File: config.mk
export PLATFORM = sky130hd
export DESIGN_NAME = base_i_minus_one_converter
export DESIGN_NICKNAME = d
export VERILOG_FILES = /design/src/rtl/core/bimo_pkg.sv /design/src/rtl/core/bimo_dp.sv /design/src/rtl/core/bimo_ctrl.sv /design/src/rtl/core/base_i_minus_one_converter.sv
export SDC_FILE = /design/constraint.sdc
export NUM_CORES = 1
export LEC_CHECK = 0
export ABC_AREA = 1
export BUFFER_PORTS_ARGS = -buffer_cell sky130_fd_sc_hd__buf_2
export CAP_MARGIN = 20
export CORE_MARGIN = 5
export CORE_UTILIZATION = 25
export DETAILED_ROUTE_END_ITERATION = 7
export HOLD_SLACK_MARGIN = 0.02
export PLACE_DENSITY = 0.47
export SLEW_MARGIN = 10
export SYNTH_ARGS = -nofsm -noshare
export SYNTH_HDL_FRONTEND = slang
export SYNTH_HIERARCHICAL = 1
export SYNTH_SLANG_ARGS = --single-unit
File: constraint.sdc
create_clock -name clk -period 8.55 [get_ports clk]
set_input_delay 1.2825 -clock clk [delete_from_list [all_inputs] [get_ports clk]]
set_output_delay 1.2825 -clock clk [all_outputs]
set_load 0.02 [all_outputs]
File: src/rtl/core/bimo_pkg.sv
// shared types and constants for the base (i-1) converter
package bimo_pkg;

    localparam int unsigned OUT_DATA_W = 8;

    typedef enum logic [2:0] {
        ST_IDLE,
        ST_CONV,
        ST_READ,
        ST_EMIT,
        ST_ZERO
    } state_t;

    typedef struct packed {
        logic load;
        logic step;
        logic ptr_init;
        logic rd;
        logic ptr_dec;
    } cmd_t;

    typedef struct packed {
        logic in_zero;
        logic rem_zero;
        logic cnt_full;
        logic ptr_zero;
    } sts_t;

endpackage

File: src/rtl/core/bimo_dp.sv
// datapath: remainder registers, digit store, digit counter and read pointer
module bimo_dp
    import bimo_pkg::*;
#(
    parameter int unsigned PART_BITS  = 20,
    parameter int unsigned MAX_DIGITS = 64
) (
    input  logic                 clk,
    input  logic                 rst_n,
    input  logic [PART_BITS-1:0] real_part,
    input  logic [PART_BITS-1:0] imag_part,
    input  cmd_t                 cmd,
    output sts_t                 sts,
    output logic                 digit
);

    localparam int unsigned REM_W  = PART_BITS + 2;
    localparam int unsigned CNT_W  = $clog2(MAX_DIGITS + 1);
    localparam int unsigned ADDR_W = $clog2(MAX_DIGITS);

    logic signed [REM_W-1:0] rem_real_reg, rem_real_next;
    logic signed [REM_W-1:0] rem_imag_reg, rem_imag_next;
    logic        [CNT_W-1:0] cnt_reg, cnt_next;
    logic        [ADDR_W-1:0] ptr_reg, ptr_next;
    logic                     rd_data_reg;
    logic                     digit_store [MAX_DIGITS];

    logic                     cur_digit;
    logic signed [REM_W:0]    diff;
    logic signed [REM_W:0]    half;
    logic signed [REM_W-1:0]  new_imag;
    logic        [CNT_W-1:0]  cnt_less;

    // one digit of the division by (i-1)
    always_comb
    begin
        cur_digit = rem_real_reg[0] ^ rem_imag_reg[0];
        diff      = $signed({{REM_W{1'b0}}, cur_digit})
                    - {rem_real_reg[REM_W-1], rem_real_reg}
                    - {rem_imag_reg[REM_W-1], rem_imag_reg};
        half      = diff >>> 1;
        new_imag  = half[REM_W-1:0];
        cnt_less  = cnt_reg - CNT_W'(1);
    end

    always_comb
    begin
        rem_real_next = rem_real_reg;
        rem_imag_next = rem_imag_reg;
        cnt_next      = cnt_reg;
        ptr_next      = ptr_reg;
        if (cmd.load)
        begin
            rem_real_next = REM_W'($signed(real_part));
            rem_imag_next = REM_W'($signed(imag_part));
            cnt_next      = '0;
        end
        else if (cmd.step)
        begin
            rem_imag_next = new_imag;
            rem_real_next = rem_imag_reg + new_imag;
            cnt_next      = cnt_reg + CNT_W'(1);
        end
        if (cmd.ptr_init)
        begin
            ptr_next = cnt_less[ADDR_W-1:0];
        end
        else if (cmd.ptr_dec)
        begin
            ptr_next = ptr_reg - ADDR_W'(1);
        end
    end

    always_ff @(posedge clk or negedge rst_n)
    begin
        if (!rst_n)
        begin
            rem_real_reg <= '0;
            rem_imag_reg <= '0;
            cnt_reg      <= '0;
            ptr_reg      <= '0;
        end
        else
        begin
            rem_real_reg <= rem_real_next;
            rem_imag_reg <= rem_imag_next;
            cnt_reg      <= cnt_next;
            ptr_reg      <= ptr_next;
        end
    end

    // digit store, one write and one registered read port
    always_ff @(posedge clk)
    begin
        if (cmd.step)
        begin
            digit_store[cnt_reg[ADDR_W-1:0]] <= cur_digit;
        end
        if (cmd.load)
        begin
            rd_data_reg <= 1'b0;
        end
        else if (cmd.rd)
        begin
            rd_data_reg <= digit_store[ptr_reg];
        end
    end

    always_comb
    begin
        sts.in_zero  = (real_part == '0) && (imag_part == '0);
        sts.rem_zero = (rem_real_reg == '0) && (rem_imag_reg == '0);
        sts.cnt_full = (cnt_reg == CNT_W'(MAX_DIGITS));
        sts.ptr_zero = (ptr_reg == '0);
        digit        = rd_data_reg;
    end

    a_step_count: assert property (@(posedge clk) disable iff (!rst_n)
        cmd.step |=> cnt_reg == $past(cnt_reg) + CNT_W'(1))
        else $error("digit count did not advance on a step");

    a_no_step_full: assert property (@(posedge clk) disable iff (!rst_n)
        cmd.step |-> !sts.cnt_full)
        else $error("step issued with a full digit store");

    a_ptr_underflow: assert property (@(posedge clk) disable iff (!rst_n)
        cmd.ptr_dec |-> !sts.ptr_zero)
        else $error("read pointer decremented below zero");

endmodule

File: src/rtl/core/bimo_ctrl.sv
// controller state machine: conversion loop and digit emission
module bimo_ctrl
    import bimo_pkg::*;
(
    input  logic clk,
    input  logic rst_n,
    input  logic s_tvalid,
    output logic s_tready,
    output logic m_tvalid,
    input  logic m_tready,
    output logic m_tlast,
    output logic m_tuser,
    output cmd_t cmd,
    input  sts_t sts
);

    state_t state_reg, state_next;

    always_ff @(posedge clk or negedge rst_n)
    begin
        if (!rst_n)
        begin
            state_reg <= ST_IDLE;
        end
        else
        begin
            state_reg <= state_next;
        end
    end

    always_comb
    begin
        state_next = state_reg;
        cmd        = '0;
        s_tready   = 1'b0;
        m_tvalid   = 1'b0;
        m_tlast    = 1'b0;
        m_tuser    = 1'b0;
        case (state_reg)
            ST_IDLE:
            begin
                s_tready = 1'b1;
                if (s_tvalid)
                begin
                    cmd.load   = 1'b1;
                    state_next = sts.in_zero ? ST_ZERO : ST_CONV;
                end
            end
            ST_CONV:
            begin
                if (sts.rem_zero || sts.cnt_full)
                begin
                    cmd.ptr_init = 1'b1;
                    state_next   = ST_READ;
                end
                else
                begin
                    cmd.step = 1'b1;
                end
            end
            ST_READ:
            begin
                cmd.rd     = 1'b1;
                state_next = ST_EMIT;
            end
            ST_EMIT:
            begin
                m_tvalid = 1'b1;
                m_tlast  = sts.ptr_zero;
                if (m_tready)
                begin
                    if (sts.ptr_zero)
                    begin
                        state_next = ST_IDLE;
                    end
                    else
                    begin
                        cmd.ptr_dec = 1'b1;
                        state_next  = ST_READ;
                    end
                end
            end
            ST_ZERO:
            begin
                m_tvalid = 1'b1;
                m_tlast  = 1'b1;
                m_tuser  = 1'b1;
                if (m_tready)
                begin
                    state_next = ST_IDLE;
                end
            end
            default:
            begin
                state_next = ST_IDLE;
            end
        endcase
    end

    a_one_side: assert property (@(posedge clk) disable iff (!rst_n)
        !(s_tready && m_tvalid))
        else $error("input and output active together");

    a_empty_last: assert property (@(posedge clk) disable iff (!rst_n)
        m_tuser |-> m_tlast)
        else $error("empty transaction without last");

    a_cmd_onehot: assert property (@(posedge clk) disable iff (!rst_n)
        $onehot0({cmd.load, cmd.step, cmd.ptr_init, cmd.rd, cmd.ptr_dec}))
        else $error("more than one datapath command");

endmodule

File: src/rtl/core/base_i_minus_one_converter.sv
// top level: Gaussian integer to complex base (i-1) digit stream
//
// input channel s_*: one transaction carries a Gaussian integer, real part in
// the low PART_BITS of s_tdata, imaginary part above it, both two's complement
// output channel m_*: one transaction per base (i-1) digit, most significant
// first; m_tlast marks the least significant digit, m_tuser marks the single
// result given for a zero input (digit 0, tlast 1)
// one number is worked at a time: s_tready is high only while idle
// the conversion loop yields one digit per cycle, then each digit is emitted in
// two steps (store read, then output) since the digit store read is registered
// up to MAX_DIGITS digits, lower digits kept; a zero input skips the loop and
// goes straight to the single zero result
// reset returns the controller to idle and clears remainder and counters
// while m_tready is low the current digit holds on m_tdata and the block waits
module base_i_minus_one_converter
    import bimo_pkg::*;
#(
    parameter int unsigned PART_BITS  = 20,
    parameter int unsigned MAX_DIGITS = 64
) (
    input  logic                                   clk,
    input  logic                                   rst_n,
    input  logic                                   s_tvalid,
    output logic                                   s_tready,
    input  logic [((2*PART_BITS+7)/8)*8-1:0]       s_tdata,  // real_part, imag_part
    output logic                                   m_tvalid,
    input  logic                                   m_tready,
    output logic [OUT_DATA_W-1:0]                  m_tdata,  // digit
    output logic                                   m_tlast,
    output logic                                   m_tuser   // empty_res
);

    cmd_t cmd;
    sts_t sts;
    logic digit;

    bimo_ctrl u_ctrl (
        .clk      (clk),
        .rst_n    (rst_n),
        .s_tvalid (s_tvalid),
        .s_tready (s_tready),
        .m_tvalid (m_tvalid),
        .m_tready (m_tready),
        .m_tlast  (m_tlast),
        .m_tuser  (m_tuser),
        .cmd      (cmd),
        .sts      (sts)
    );

    bimo_dp #(
        .PART_BITS  (PART_BITS),
        .MAX_DIGITS (MAX_DIGITS)
    ) u_dp (
        .clk       (clk),
        .rst_n     (rst_n),
        .real_part (s_tdata[PART_BITS-1:0]),
        .imag_part (s_tdata[2*PART_BITS-1:PART_BITS]),
        .cmd       (cmd),
        .sts       (sts),
        .digit     (digit)
    );

    assign m_tdata = {{(OUT_DATA_W-1){1'b0}}, digit};

endmodule

==> flow_metrics.env <==
export IMPL_synth_top_area_cell="edfxtp_1"
export IMPL_cts_resized=0
export IMPL_cp_required_ns=8.84
export IMPL_core_area_um2=34630
export IMPL_synth_warnings=6
export IMPL_async_flop_share=0.4800
export IMPL_path_class="flop to flop"
export IMPL_slowest_stage="nor4_1"
export IMPL_fp_row_count=68
export IMPL_final_cells=1642
export IMPL_grt_ovfl_total=0
export IMPL_layout_commonest_cell="nand2_1"
export IMPL_cts_sinks=125
export IMPL_synth_cell_types=49
export IMPL_grt_setup_unrepaired="no"
export IMPL_place_congestion=0.8805
export IMPL_ff2ff_path_depth=23
export IMPL_outcome="completed"
export IMPL_cts_buffers_inserted=17
export IMPL_cts_buffer_depth=2
export IMPL_holdPathEnd="u_dp/cnt_reg[6]"
export IMPL_gr_usage_met3=0.02251
export IMPL_clock_latency_ns=0.44
export IMPL_r2r_slack_ns=4.25
export IMPL_fin_util=0.2912
export IMPL_drc=0
export IMPL_worstSetupEndpointType="flop"
export IMPL_hold_violations=0
export IMPL_holdPathStages=1
export IMPL_synth_top_cells_by_area="edfxtp_1 22%, dfrtp_1 17%, ha_1 9.8%"
export IMPL_h_tree_depth=4
export IMPL_synthFlopType="edfxtp_1"
export IMPL_maxCapViolCount=0
export IMPL_initial_core_util=0.2540
export IMPL_syn_avg_cell_area_um2=7.784
export IMPL_hold_start="u_dp/cnt_reg[6]"
export IMPL_die_area_um2=39040
export IMPL_hold_class="flop to flop"
export IMPL_skew_ns=0.01203
export IMPL_drive_gt1_frac=0.09688
export IMPL_io_pin_count=56
export IMPL_ys_seq_elements=125
export IMPL_yosys_area_top_type_share=0.2185
export IMPL_worst_setup_path_start_kind="flop"
export IMPL_fin_crit_ns=4.299
export IMPL_crit_fanout=6
export IMPL_critical_path_buf_inv_count=3
export IMPL_path_clk_slew_ns=0.07
export IMPL_synth_edf_count=64
export IMPL_tightest_slew_ns=1.058
export IMPL_fmax_ghz=0.2326
export IMPL_area_growth_pct=14.64
export IMPL_drt_iter0_markers=458
export IMPL_die_x_um=197.6
export IMPL_period_share=0.5028
export IMPL_cts_setup_buffers=0
export IMPL_largest_reg_flops=64
export IMPL_dpl_instance_area_um2=9507
export IMPL_mostFrequentLayoutCells="216 x nand2_1, 169 x nor2_1, 122 x inv_1, 74 x o21ai_0, 69 x ha_1"
export IMPL_cp_top_family="simple AND/OR/NAND/NOR gates"
export IMPL_io_buffers=48
export IMPL_relSlewSlack=0.2939
export IMPL_routedWlPerCell_um=16.93
export IMPL_r2r_start="u_dp/rem_imag_reg[1]"
export IMPL_postCtsHoldBufs=0
export IMPL_dp_cells=1610
export IMPL_grt_pass1_wl_um=43860
export IMPL_final_cell_area_um2=10080
export IMPL_setup_viol=0
export IMPL_path_cells="ha_1 > inv_1 > ha_1 > inv_1 > fa_1 > inv_1 > nand3_1 > nand2_2 > nand2_1 > nand2_2 > nand3_1 > nand2_1 > nand3_1 > nand2_1 > xor2_2 > ha_1 > nand2_1 > nor4_1 > nand4_1 > nand3_1 > nand2_1 > nand3_1 > o211ai_1"
export IMPL_cts_root_buf="clkbuf_16"
export IMPL_grt_max_degree=65
export IMPL_first_pass_iters=5
export IMPL_use_met1=0.1997
export IMPL_report_final_slew_viol_count=0
export IMPL_cts_tree="done"
export IMPL_seq_area_frac_synth=0.3915
export IMPL_fin_nets=1289
export IMPL_die_h_um=197.6
export IMPL_num_antenna_cells=0
export IMPL_ant_nets=0
export IMPL_regToRegEndpoint="u_dp/rem_real_reg[19]"
export IMPL_grt_pass1_vias=7762
export IMPL_slowest_delay_ns=0.50
export IMPL_hpwl_um=20600
export IMPL_vias=7820
export IMPL_route_final_wire_length_um=27800
export IMPL_via_per_inst=4.762
export IMPL_antenna_found_initial=0
export IMPL_synth_area_um2=8796
export IMPL_grt_busiest_layer="met2"
export IMPL_grtUsageMet2=0.2370
export IMPL_syn_instance_count=1130
export IMPL_grtUsageTotal=0.1445
export IMPL_tns_ns=0
export IMPL_arrival_ns=4.59
stage by stage:
stage	hold WS [ns]	worst slack (ns)
2_1_floorplan	0.4337	5.166
5_1_grt	0.4884	3.846
4_1_cts	0.4790	4.240
3_5_place_dp	0.4712	4.253
6_report	0.4819	4.251
3_3_place_gp	0.4610	4.320
cell type report:
class,count,area [µm²]
timing repair buffer,54,285.3
clock buffer,17,425.4
fill,3795,24540
clock inverter,15,151.4
inverter,131,491.7
multi-input combinational,845,4717
sequential,125,3443
tap,455,569.3
cells in the mapped netlist (all sizes together), types with 22 or more instances:
master and instances:
dfrtp 60, nor2 174, o21ai 84, nand2 224
a22oi 23, a21oi 50, nand3 71, buf 22
edfxtp 64, nor4 22, ha 69, inv 127
cells by family (layout without fill, tap and decap cells):
kind of cell	after synthesis	in the layout	share of synthesized area
and+or+nand+nor	538	538	0.2633
AOI/OAI and AO/OA	198	198	0.1333
buffers and inverters	166	217	0.07624
DFF	125	125	0.3915
adders and majority gates	71	71	0.1027
xor gates and xnor gates	31	31	0.03257
other	1	7	0.0004263
worst max path at each step:
stage	end	startpoint	cells past startpoint
3_5_place_dp	u_dp/rem_real_reg[19]	u_dp/rem_imag_reg[1]	23
5_1_grt	u_dp/rem_real_reg[19]	u_dp/rem_imag_reg[1]	23
6_report	u_dp/rem_real_reg[19]	u_dp/rem_imag_reg[1]	23
2_1_floorplan	u_dp/rem_real_reg[19]	u_dp/rem_imag_reg[1]	23
4_1_cts	u_dp/rem_real_reg[19]	u_dp/rem_imag_reg[1]	23
3_3_place_gp	u_dp/rem_real_reg[19]	u_dp/rem_imag_reg[1]	23
layer usage:
metal  share of wire  routed length [µm]  vias to the layer above
met2            0.47               13080                      154
met3           0.032                 896                       23
met1            0.48               13420                     3727
li1                -                   -                     3916
met5               0                   0                        -
met4           0.014                 401                        0
Power is left out: the tool's default activity adds up to more than one toggle a clock period on the data nets, which glitch-free logic cannot reach.
